--- config.mk ---
export PLATFORM = sky130hd
export DESIGN_NAME = content_length_deframer_unit_flat
export DESIGN_NICKNAME = d
export VERILOG_FILES = /design/src/rtl/clld_pkg.sv /design/src/rtl/clld_if.sv /design/src/rtl/clld_win_cell.sv /design/src/rtl/content_length_deframer_unit.sv /design/src/flat_wrapper.sv
export SDC_FILE = /design/constraint.sdc
export NUM_CORES = 1
export LEC_CHECK = 0
export BUFFER_PORTS_ARGS = -buffer_cell sky130_fd_sc_hd__buf_2
export CORE_MARGIN = 2
export CORE_UTILIZATION = 30
export CTS_CLUSTER_SIZE = 25
export DETAILED_ROUTE_END_ITERATION = 16
export SKIP_LAST_GASP = 1
export SLEW_MARGIN = 10
export SYNTH_ARGS = -nofsm -noshare
export SYNTH_HDL_FRONTEND = slang
export SYNTH_SLANG_ARGS = --single-unit
export TNS_END_PERCENT = 20
--- constraint.sdc ---
create_clock -name clk_i -period 3.65 [get_ports clk_i]
set_clock_uncertainty 0.15 [all_clocks]
set_input_delay 0.5475 -clock clk_i [delete_from_list [all_inputs] [get_ports clk_i]]
set_output_delay 0.5475 -clock clk_i [all_outputs]
set_load 0.03 [all_outputs]
--- src/rtl/clld_pkg.sv ---
// ----------------------------------------------------------------------------
// clld_pkg: shared types and constants of the content-length deframer
// Header text, separator text, window geometry and cell hand-off structs.
// ----------------------------------------------------------------------------
package clld_pkg;

  // Window geometry
  localparam int unsigned WinLen = 16;
  localparam int unsigned SepLen = 3;
  localparam int unsigned OutLenBits = 24;

  // Header literal "Content-Length: ", oldest byte first
  localparam logic [7:0] HdrText [WinLen] = '{
    8'h43, 8'h6F, 8'h6E, 8'h74, 8'h65, 8'h6E, 8'h74, 8'h2D,
    8'h4C, 8'h65, 8'h6E, 8'h67, 8'h74, 8'h68, 8'h3A, 8'h20
  };

  // Separator LF CR LF at the newest end of the window
  localparam logic [7:0] SepText [SepLen] = '{8'h0A, 8'h0D, 8'h0A};

  localparam logic [7:0] CharCr  = 8'h0D;
  localparam logic [7:0] CharNul = 8'h00;

  // Control broadcast to every window cell
  typedef struct packed {
    logic shift;
    logic clear;
  } win_ctrl_t;

  // Compare results of one window cell
  typedef struct packed {
    logic hdr;
    logic sep;
  } cell_hit_t;

endpackage

--- src/rtl/clld_if.sv ---
// ----------------------------------------------------------------------------
// clld_if: stream channels of the content-length deframer
// Input byte channel and output result channel, valid/ready handshake.
// ----------------------------------------------------------------------------
interface clld_in_if;
  logic       valid;
  logic       ready;
  logic [7:0] in_byte;

  modport source (output valid, output in_byte, input ready);
  modport sink   (input valid, input in_byte, output ready);
endinterface

interface clld_out_if;
  logic        valid;
  logic        ready;
  logic [7:0]  body_byte;
  logic        is_last;
  logic        frame_empty;
  logic [23:0] frame_length;

  modport source (output valid, output body_byte, output is_last,
                  output frame_empty, output frame_length, input ready);
  modport sink   (input valid, input body_byte, input is_last,
                  input frame_empty, input frame_length, output ready);
endinterface

--- src/rtl/clld_win_cell.sv ---
// ----------------------------------------------------------------------------
// clld_win_cell: one byte cell of the header match window
// Holds one window byte, takes its neighbour's byte on a shift and compares
// the incoming byte, the value it holds after a shift, against its header
// and separator characters.
// ----------------------------------------------------------------------------
module clld_win_cell #(
  parameter logic [7:0] HDR_CHAR = 8'h00,
  parameter logic [7:0] SEP_CHAR = 8'h00,
  parameter bit         SEP_USE  = 1'b0
) (
  input  logic                  clk_i,
  input  logic                  rst_ni,
  input  clld_pkg::win_ctrl_t   ctrl_i,
  input  logic [7:0]            byte_i,
  output logic [7:0]            byte_o,
  output clld_pkg::cell_hit_t   hit_o
);

  logic [7:0] byte_q;
  logic [7:0] byte_d;
  logic [7:0] next_val;

  // Value after a shift, before any clear
  assign next_val = ctrl_i.shift ? byte_i : byte_q;

  // Compare the value held after a shift; only looked at on a shift
  assign hit_o.hdr = (byte_i == HDR_CHAR);
  assign hit_o.sep = SEP_USE ? (byte_i == SEP_CHAR) : 1'b1;

  // Clear wins over shift
  always_comb begin
    byte_d = next_val;
    if (ctrl_i.clear) begin
      byte_d = '0;
    end
  end

  always_ff @(posedge clk_i or negedge rst_ni) begin
    if (!rst_ni) begin
      byte_q <= '0;
    end else begin
      byte_q <= byte_d;
    end
  end

  assign byte_o = byte_q;

endmodule

--- src/rtl/content_length_deframer_unit.sv ---
// ----------------------------------------------------------------------------
// content_length_deframer_unit: content-length framed stream deframer
// Finds "Content-Length: ", reads the decimal length, waits for LF CR LF
// and passes on that many non-NUL body bytes, marking the last; zero gives an empty beat.
// ----------------------------------------------------------------------------
// One input byte is accepted every clock cycle while the output register is
// empty or being taken in the same cycle, so the block sustains one byte per
// cycle with a ready downstream. Each byte is handled in the cycle it is
// accepted: the header and separator are matched by a row of 16 byte cells
// that shift the window and compare in parallel, the length field is built
// with one multiply-by-ten-and-add per digit, and the body is counted down by
// one counter. A result is registered and appears on the output in the cycle
// after its byte is accepted. There is no start-up sweep after reset.
module content_length_deframer_unit #(
  parameter int unsigned FIELD_LIMIT = 256,
  parameter int unsigned LENGTH_BITS = 24
) (
  input  logic              clk_i,
  input  logic              rst_ni,
  clld_in_if.sink           in_i,
  clld_out_if.source        out_o
);

  localparam int unsigned CntW = $clog2(FIELD_LIMIT + 1);
  localparam int unsigned WinLen = clld_pkg::WinLen;
  localparam int unsigned SepLen = clld_pkg::SepLen;

  typedef enum logic [1:0] {
    PhHunt   = 2'd0,
    PhDigits = 2'd1,
    PhSep    = 2'd2,
    PhBody   = 2'd3
  } phase_e;

  // Control state
  phase_e                 phase_q, phase_d;
  logic [LENGTH_BITS-1:0] length_q, length_d;
  logic [CntW-1:0]        count_q, count_d;
  logic                   done_q, done_d;
  logic [LENGTH_BITS-1:0] remain_q, remain_d;

  // Output register
  logic                   out_valid_q, out_valid_d;
  logic [7:0]             out_byte_q, out_byte_d;
  logic                   out_last_q, out_last_d;
  logic                   out_empty_q, out_empty_d;
  logic [23:0]            out_len_q, out_len_d;

  logic                   accept;
  logic                   non_nul;
  logic                   is_digit;
  logic                   hdr_match;
  logic                   sep_match;
  logic [LENGTH_BITS+3:0] mac;
  logic [CntW-1:0]        count_inc;
  logic [LENGTH_BITS-1:0] remain_dec;

  clld_pkg::win_ctrl_t    win_ctrl;
  logic [7:0]             win_byte [WinLen];
  logic [7:0]             win_feed [WinLen];
  clld_pkg::cell_hit_t    win_hit  [WinLen];
  logic [WinLen-1:0]      hdr_hits;
  logic [WinLen-1:0]      sep_hits;

  // Handshake
  assign in_i.ready = !out_valid_q || out_o.ready;
  assign accept     = in_i.valid && in_i.ready;
  assign non_nul    = (in_i.in_byte != clld_pkg::CharNul);
  assign is_digit   = (in_i.in_byte inside {[8'h30:8'h39]});

  // Window control: shift non-NUL bytes while hunting or awaiting the separator, clear on separator
  assign win_ctrl.shift = accept && non_nul && (phase_q == PhHunt || phase_q == PhSep);
  assign win_ctrl.clear = win_ctrl.shift && (phase_q == PhSep) && sep_match;

  // Row of window cells, newest byte enters at the last cell
  for (genvar i = 0; i < WinLen; i++) begin : g_cell
    if (i == WinLen - 1) begin : g_feed_in
      assign win_feed[i] = in_i.in_byte;
    end else begin : g_feed_nb
      assign win_feed[i] = win_byte[i+1];
    end

    clld_win_cell #(
      .HDR_CHAR (clld_pkg::HdrText[i]),
      .SEP_CHAR ((i >= WinLen - SepLen) ? clld_pkg::SepText[(i + SepLen - WinLen) % SepLen]
                                        : 8'h00),
      .SEP_USE  (i >= WinLen - SepLen)
    ) u_cell (
      .clk_i  (clk_i),
      .rst_ni (rst_ni),
      .ctrl_i (win_ctrl),
      .byte_i (win_feed[i]),
      .byte_o (win_byte[i]),
      .hit_o  (win_hit[i])
    );

    assign hdr_hits[i] = win_hit[i].hdr;
    assign sep_hits[i] = win_hit[i].sep;
  end

  assign hdr_match = &hdr_hits;
  assign sep_match = &sep_hits;

  // Length accumulate: value * 10 + digit
  assign mac = (LENGTH_BITS+4)'({length_q, 3'b000})
             + (LENGTH_BITS+4)'({length_q, 1'b0})
             + (LENGTH_BITS+4)'(in_i.in_byte[3:0]);

  assign count_inc  = count_q + 1'b1;
  assign remain_dec = remain_q - 1'b1;

  // Next state
  always_comb begin
    phase_d     = phase_q;
    length_d    = length_q;
    count_d     = count_q;
    done_d      = done_q;
    remain_d    = remain_q;
    out_valid_d = out_valid_q && !out_o.ready;
    out_byte_d  = out_byte_q;
    out_last_d  = out_last_q;
    out_empty_d = out_empty_q;
    out_len_d   = out_len_q;

    if (accept) begin
      case (phase_q)
        PhHunt: begin
          if (non_nul && hdr_match) begin
            phase_d  = PhDigits;
            length_d = '0;
            count_d  = '0;
            done_d   = 1'b0;
          end
        end
        PhDigits: begin
          if (in_i.in_byte == clld_pkg::CharCr) begin
            phase_d = PhSep;
          end else begin
            if (!done_q && is_digit) begin
              length_d = (mac[LENGTH_BITS+3:LENGTH_BITS] != '0) ? '1
                                                                : mac[LENGTH_BITS-1:0];
            end else begin
              done_d = 1'b1;
            end
            count_d = count_inc;
            if (count_inc >= CntW'(FIELD_LIMIT)) begin
              phase_d = PhSep;
            end
          end
        end
        PhSep: begin
          if (non_nul && sep_match) begin
            if (length_q == '0) begin
              phase_d     = PhHunt;
              remain_d    = '0;
              out_valid_d = 1'b1;
              out_byte_d  = '0;
              out_last_d  = 1'b1;
              out_empty_d = 1'b1;
              out_len_d   = 24'(length_q);
            end else begin
              remain_d = length_q;
              phase_d  = PhBody;
            end
          end
        end
        PhBody: begin
          if (non_nul) begin
            remain_d    = remain_dec;
            out_valid_d = 1'b1;
            out_byte_d  = in_i.in_byte;
            out_empty_d = 1'b0;
            out_len_d   = 24'(length_q);
            out_last_d  = (remain_dec == '0);
            if (remain_dec == '0) begin
              phase_d = PhHunt;
            end
          end
        end
        default: begin
          phase_d = PhHunt;
        end
      endcase
    end
  end

  // Hold state and registered outputs
  always_ff @(posedge clk_i or negedge rst_ni) begin
    if (!rst_ni) begin
      phase_q     <= PhHunt;
      length_q    <= '0;
      count_q     <= '0;
      done_q      <= 1'b0;
      remain_q    <= '0;
      out_valid_q <= 1'b0;
    end else begin
      phase_q     <= phase_d;
      length_q    <= length_d;
      count_q     <= count_d;
      done_q      <= done_d;
      remain_q    <= remain_d;
      out_valid_q <= out_valid_d;
    end
  end

  // Payload of the output register
  always_ff @(posedge clk_i) begin
    out_byte_q  <= out_byte_d;
    out_last_q  <= out_last_d;
    out_empty_q <= out_empty_d;
    out_len_q   <= out_len_d;
  end

  assign out_o.valid        = out_valid_q;
  assign out_o.body_byte    = out_byte_q;
  assign out_o.is_last      = out_last_q;
  assign out_o.frame_empty  = out_empty_q;
  assign out_o.frame_length = out_len_q;

  // Checks
  a_empty_is_last: assert property (@(posedge clk_i) disable iff (!rst_ni)
    out_valid_q && out_empty_q |-> out_last_q && (out_byte_q == 8'h00))
    else $error("empty frame beat not marked last with zero byte");

  a_body_nonzero: assert property (@(posedge clk_i) disable iff (!rst_ni)
    phase_q == PhBody |-> remain_q != '0)
    else $error("body phase with nothing left to pass");

  a_count_bound: assert property (@(posedge clk_i) disable iff (!rst_ni)
    count_q <= CntW'(FIELD_LIMIT))
    else $error("length field byte count beyond limit");

  a_beat_source: assert property (@(posedge clk_i) disable iff (!rst_ni)
    accept && !(phase_q == PhSep || phase_q == PhBody) |=> !out_valid_q || $stable(out_byte_q))
    else $error("result beat produced outside separator or body phase");

endmodule
--- src/flat_wrapper.sv ---
// flat-port wrapper written by rule: the top's interface ports become plain ports
module content_length_deframer_unit_flat 
#(
  parameter int unsigned FIELD_LIMIT = 256,
  parameter int unsigned LENGTH_BITS = 24
)
  (clk_i, rst_ni, in_i_valid, in_i_in_byte, in_i_ready, out_o_valid, out_o_body_byte, out_o_is_last, out_o_frame_empty, out_o_frame_length, out_o_ready);
  clld_in_if in_i_i ();
  clld_out_if out_o_i ();
  input  logic clk_i;
  input  logic rst_ni;
  input wire logic [$bits(in_i_i.valid)-1:0] in_i_valid;
  input wire logic [$bits(in_i_i.in_byte)-1:0] in_i_in_byte;
  output wire logic [$bits(in_i_i.ready)-1:0] in_i_ready;
  output wire logic [$bits(out_o_i.valid)-1:0] out_o_valid;
  output wire logic [$bits(out_o_i.body_byte)-1:0] out_o_body_byte;
  output wire logic [$bits(out_o_i.is_last)-1:0] out_o_is_last;
  output wire logic [$bits(out_o_i.frame_empty)-1:0] out_o_frame_empty;
  output wire logic [$bits(out_o_i.frame_length)-1:0] out_o_frame_length;
  input wire logic [$bits(out_o_i.ready)-1:0] out_o_ready;
  assign in_i_i.valid = in_i_valid;
  assign in_i_i.in_byte = in_i_in_byte;
  assign in_i_ready = in_i_i.ready;
  assign out_o_valid = out_o_i.valid;
  assign out_o_body_byte = out_o_i.body_byte;
  assign out_o_is_last = out_o_i.is_last;
  assign out_o_frame_empty = out_o_i.frame_empty;
  assign out_o_frame_length = out_o_i.frame_length;
  assign out_o_i.ready = out_o_ready;
  content_length_deframer_unit #(.FIELD_LIMIT(FIELD_LIMIT), .LENGTH_BITS(LENGTH_BITS)) u_core (.clk_i(clk_i), .rst_ni(rst_ni), .in_i(in_i_i), .out_o(out_o_i));
endmodule
Word-level counts from Yosys, hierarchy flattened
Index checks and enable logic that the tools add are counted.
Cells by class
  $lt $le $gt $ge: 3
  reductions and logical operators: 31
  muxes and demuxes: 73
  add/sub/neg operators: 4
  eq/ne operators: 32
Operator list (count)
  $mux W8: 33
  $mux W24: 10
  $pmux W24 S2: 3
  $eq A8 B7 Y1 const B: 13
  $logic_not A24 Y1: 2
  $eq A8 B4 Y1 const B: 4
  $add A27 B25 Y28: 1
  $add A28 B4 Y28: 1
  $eq A8 B6 Y1 const B: 3
  $sub A24 B1 Y24 const B: 1
  $mux W9: 2
  $pmux W9 S2: 1
  $pmux W8 S2: 1
  $reduce_and A16 Y1: 1
  $reduce_and A5 Y1: 3
  $mux W2: 7
  $mux W1: 11
  $logic_and A1 B1 Y1: 10
  $ne A2 B2 Y1 const B: 5
  $add A9 B1 Y9 const B: 1
  $ge A9 B9 Y1 const B: 1
  $ge A8 B6 Y1 const B: 1
  $le A8 B6 Y1 const B: 1
  $pmux W1 S2: 4
  14 further kinds: 23
Word-level totals
  flip-flop bits (word level): 215
  logic and storage cells: 168
  output and inout bits: 36
  input port bits: 12

Longest topological paths before layout
  depth in word-level cells: 8
  gate-level depth with buffers: 13
  gate-level depth less buffers: 12

By module
Synthesis repeated with hierarchy kept, for this count alone.
Unflattened totals
  cell total of the unflattened synthesis: 1195
  area, all modules: 12326.8 um2
By module, submodules not included
  content_length_deframer_unit: sequential area each 2547.4 um2, instances 1, cells each 698, area an instance 6542.5 um2
  clld_win_cell (u_core.g_cell[12].u_cell ...): sequential area each 200.2 um2, instances 7, cells each 31, area an instance 364.1 um2
  clld_win_cell (u_core.g_cell[10].u_cell ...): sequential area each 200.2 um2, instances 5, cells each 31, area an instance 360.3 um2
  clld_win_cell (u_core.g_cell[0].u_cell ...): sequential area each 200.2 um2, instances 2, cells each 31, area an instance 356.6 um2
  clld_win_cell (u_core.g_cell[13].u_cell): sequential area each 200.2 um2, instances 1, cells each 32, area an instance 362.8 um2
  clld_win_cell (u_core.g_cell[1].u_cell): sequential area each 200.2 um2, instances 1, cells each 31, area an instance 357.8 um2

Worst setup path before layout
Ideal clock, no wire load.
  path kind: input-to-reg
  start: in in_i_in_byte[3]
  end: reg u_core.length_q[10]
  setup slack: -0.113 ns
  arrival: 3.546 ns
  stages: 11
  library setup time: 0.066 ns
  cell sequence: fa_1 > ha_1 > nor2b_1 > o31a_1 > o211ai_1 > and3b_1 > a2111oi_0 > xor2_1 > a31oi_1 > clkbuf_1 > a221o_1
Between the ends
  cells in the longest elaborated chain, start to end: 6
  elaborated cells on any way between the ends: 19
Ends and longest elaborated chain
  from (decl): line flat_wrapper.sv:13  | input wire logic [$bits(in_i_i.in_byte)-1:0] in_i_in_byte;
  $add A28 B4 Y28: line content_length_deframer_unit.sv:107  | + (LENGTH_BITS+4)'(in_i.in_byte[3:0]);
  $reduce_bool A4 Y1: line content_length_deframer_unit.sv:140  | length_d = (mac[LENGTH_BITS+3:LENGTH_BITS] != '0) ? '1
  $mux W24: line content_length_deframer_unit.sv:140
  $mux W24: line content_length_deframer_unit.sv:139  | if (!done_q && is_digit) begin
  $mux W24: line content_length_deframer_unit.sv:136  | if (in_i.in_byte == clld_pkg::CharCr) begin
  $pmux W24 S2: line content_length_deframer_unit.sv:126  | case (phase_q)
  to (signal assigned): line content_length_deframer_unit.sv:198  | length_q <= length_d;
  to (decl): line content_length_deframer_unit.sv:37  | logic [LENGTH_BITS-1:0] length_q, length_d;
Parallel ways exist; a longest one is shown, timed or not. The select of a mux whose other input is x is not followed.
A chain may end at the register's enable or synchronous reset.

Worst setup path after layout
  start: reg u_core.length_q[0]
  end: reg u_core.length_q[21]
Between the ends
  cells in the longest elaborated chain, start to end: 7
Ends and longest elaborated chain
  $add A27 B25 Y28 (*): line content_length_deframer_unit.sv:106  | + (LENGTH_BITS+4)'({length_q, 1'b0})
  $add A28 B4 Y28 (*): line content_length_deframer_unit.sv:107
  $reduce_bool A4 Y1: line content_length_deframer_unit.sv:140
  $mux W24 (*): line content_length_deframer_unit.sv:140
  $mux W24 (*): line content_length_deframer_unit.sv:139
  $mux W24 (*): line content_length_deframer_unit.sv:136
  $pmux W24 S2 (*): line content_length_deframer_unit.sv:126
Every way passes the cells marked *; elsewhere a longest branch is shown, timed or not. The select of a mux whose other input is x is not followed.

==> impl_metrics.yaml <==
layout:
  drive_gt1_share_pct: 14.0
  final_util_pct: 35.6
  syn2layout_area_growth_pct: 16.8
  finalNonFillerCells: 1487
  layout.nets: 1078
  final_common_cell: "dfrtp_1"
  most-common-layout-cells: "dfrtp_1, a22o_1, a21oi_1"
  fin_area_mm2: 0.0123
  fill_cells: 3411
pwr:
  irDropWorstVdd_uv: 401
  power.density_mw_per_mm2: 448
  total_power_mw: 5.53
  p_leak_nw: 5.61
  cellInternalPower_mw: 4.14
  p_comb_share_pct: 8.6
  clockPowerShare_pct: 43.2
  switching_share_pct: 25.1
  seqPwrFrac_pct: 48.2
  p_sw_mw: 1.38
timing:
  finalHoldViolCount: 0
  worst_slew_pin_slew_ns: 0.825
  report.final.slew_viol_count: 0
  relSlewSlack_pct: 44.9
  finalCritPeriodShare_pct: 96.3
  fin_crit_ns: 3.52
  fin_hold_ws_ns: 0.151
  fmax_ghz: 0.284
  setup_violations: 0
  rsz0062_at_grt: "true"
floorplan:
  rows: 68
  initial_utilization_pct: 30.5
  fp.dieH_um: 192
  core_area_mm2: 0.0346
  die_w_um: 192
  io_pins: 48
  die-area_mm2: 0.0367
status:
  status: "complete, no violations"
yosys:
  synthesis.nets: 1021
  ys_seq_elements: 215
  synth_cell_types: 64
  yosysSeqAreaShare_pct: 52.6
  synthCells: 957
  synthArstFlopShare_pct: 84.2
  synth-edff-count: 34
  ys.flop_type: "dfrtp_1"
  yosys_warnings: 0
  synth_area_mm2: 0.0106
  syn_area_per_cell_um2: 11.0
global_route:
  grt_antenna_before_repair: 1
  grt_max_degree: 121
  gr-usage-all-layers_pct: 15.0
  grt_pass1_vias: 7831
  grt-ovfl-total: 0
  grt_pass1_wl_um: 43900
run:
  maxCapViolations: 0
routing:
  via_per_inst: 5.47
  drt_iter0_markers: 785
  route.detailed.wl_per_inst_um: 18.6
  vias: 8134
  wl_um: 27600
  ant_nets: 0
  dr.pass1.iters: 7
  drc_errors: 0
clock_tree:
  cts_tree: "built"
  htree_levels: 1
  clk_pin_slew_ns: 0.06
  numCtsBuffers: 23
  clk_path_buf_depth: 3
  root_buffer: "clkbuf_16"
  cts.sinks: 215
  clkLatencyLatePin_ns: 0.52
setup_path:
  crit_path_max_fanout: 4
  cp-end-kind: "flip-flop"
  path_class: "reg -> reg"
  cp.arrival_ns: 3.77
  cp-start-kind: "flip-flop"
  cp_data_required_time_ns: 3.91
placed_design:
  dpl-instance-area_mm2: 0.0115
  gp_congestion: 0.888
  place.port_buffers: 47
  dpl.cell_count: 1442
  dp_hpwl_um: 18500
min_path:
  hold_class: "in -> reg"
-- worst paths after layout --
| path | startpoint | endpoint | slack, ns | depth (start not counted) |
|---|---|---|---|---|
| setup reg to reg | u_core.length_q[0]$_DFFE_PN0P_ | u_core.length_q[21]$_DFFE_PN0P_ | 0.13 | 11 |
| hold reg to reg | u_core.g_cell[1].u_cell.byte_o[2]$_DFFE_PN0P_ | u_core.g_cell[1].u_cell.byte_o[2]$_DFFE_PN0P_ | 0.36 | 1 |
| min in group asynchronous | rst_ni | u_core.g_cell[7].u_cell.byte_o[5]$_DFFE_PN0P_ | 0.41 | 2 |
| max in group asynchronous | rst_ni | u_core.remain_q[13]$_DFFE_PN0P_ | 2.05 | 3 |
| setup / recovery | u_core.length_q[0]$_DFFE_PN0P_ | u_core.length_q[21]$_DFFE_PN0P_ | 0.13 | 11 |
| hold / removal | in_i_in_byte[5] | u_core.g_cell[15].u_cell.byte_o[5]$_DFFE_PN0P_ | 0.15 | 2 |
-- flip-flops by register name, summed over array words and instances, names as in the netlist --
| name | flops |
|---|---|
| u_core.done_q | 1 |
| u_core.out_o.frame_empty | 1 |
| u_core.out_o.is_last | 1 |
| u_core.out_o.frame_length | 24 |
| u_core.g_cell.u_cell.byte_o | 120 |
| u_core.out_o.body_byte | 8 |
| u_core.phase_q | 2 |
| u_core.length_q | 24 |
| u_core.out_o.valid | 1 |
| u_core.count_q | 9 |
| u_core.remain_q | 24 |
-- logic make-up (layout without fill, tap and decap cells) --
| kind of cell | after synthesis | after routing | synth area share, % |
|---|---|---|---|
| other | 0 | 1 | 0 |
| AND/OR/NAND/NOR | 259 | 259 | 13.4 |
| buffers and inverters | 75 | 149 | 2.75 |
| adder cells (fa/ha/maj) | 52 | 52 | 6.30 |
| multiplexers | 3 | 3 | 0.284 |
| flip-flops | 215 | 215 | 52.6 |
| XOR/XNOR | 25 | 25 | 2.07 |
| AO/OA/AOI/OAI | 328 | 328 | 22.6 |
-- stage by stage --
step / setup TNS [ns] / setup slack [ns]
after detailed placement: -1.49 / -0.124
after CTS: 0 / 0.161
final: 0 / 0.133
after global routing: -0.0350 / -0.0177
after global placement: -0.0205 / -0.0205
after floorplan: 0 / 0.0352
-- power groups by stage --
stage,Combinational [mW],Sequential [mW],Clock [mW]
CTS,0.482,2.66,2.44
detailed placement,0.478,2.70,0
global route,0.535,2.68,2.54
floorplan,0.301,2.70,0
global placement,0.465,2.70,0
finish,0.478,2.66,2.39
-- cell usage after synthesis (3+ instances only) --
cell type / number / area share (%)
dfrtp_1: 181 / 43
a22o_1: 122 / 10
a21oi_1: 65 / 3.1
nand2_1: 60 / 2.1
nor2_1: 52 / 1.8
o21ai_0: 52 / 2.5
ha_1: 50 / 5.9
clkbuf_1: 48 / 1.7
edfxtp_1: 34 / 9.7
a221o_1: 24 / 2.3
nand4_1: 23 / 1.4
nor3_1: 23 / 1.1
inv_1: 20 / 0.71
nor4_1: 16 / 0.95
xnor2_1: 15 / 1.2
nand3_1: 14 / 0.66
and3_1: 11 / 0.65
xor2_1: 10 / 0.83
o22ai_1: 9 / 0.53
or3_1: 8 / 0.47
a21o_1: 7 / 0.50
a31oi_1: 7 / 0.41
nor4b_1: 7 / 0.58
nor4bb_1: 7 / 0.66
a211oi_1: 6 / 0.43
and4b_1: 6 / 0.57
o21a_1: 6 / 0.43
buf_1: 5 / 0.18
nor2b_1: 5 / 0.30
o211ai_1: 5 / 0.36
nand2b_1: 4 / 0.24
or3_4: 4 / 0.43
a22oi_1: 3 / 0.21
mux2i_1: 3 / 0.28
nand3b_1: 3 / 0.21
o21bai_1: 3 / 0.21
o31ai_1: 3 / 0.21
o32ai_1: 3 / 0.25
-- final cells by class --
class	instances	area (um2)	area share [%]
flip-flops and latches	215	5550	45.0
multi-input cells	667	4750	38.5
clock buffers	35	712	5.77
repair buffers	87	597	4.84
well taps	455	569	4.62
inverters	20	75.1	0.609
clock inverters	7	72.6	0.588
diodes	1	2.50	0.0203
-- worst max-delay path, stage by stage, from the launching register on --
cell,delay [ns]
dfrtp_1,0.42
fa_1,0.41
ha_1,0.31
buf_4,0.14
a21oi_1,0.16
and2_1,0.18
o21ai_0,0.19
a21oi_1,0.40
a21boi_0,0.19
o41ai_1,0.40
xnor2_1,0.13
a221o_1,0.32
-- per-layer routing --
metal | routed length [um] | global-route usage, % | vias up
li1 | - | - | 3827
met3 | 1170 | 1.94 | 38
met2 | 12400 | 23.0 | 196
met5 | 0 | 0 | -
met4 | 476 | 3.64 | 0
met1 | 13600 | 22.4 | 4073
-- timing repair --
| item | in CTS | in global routing |
|---|---|---|
| resized for setup | 0 | 3 |
| endpoints found under the hold margin | 60 | 0 |
| setup endpoints to repair | 0 | 24 |
| buffers inserted | 0 | 1 |
| hold buffers | 1 | 0 |
No activity file was read; power rests on OpenSTA's default activity.
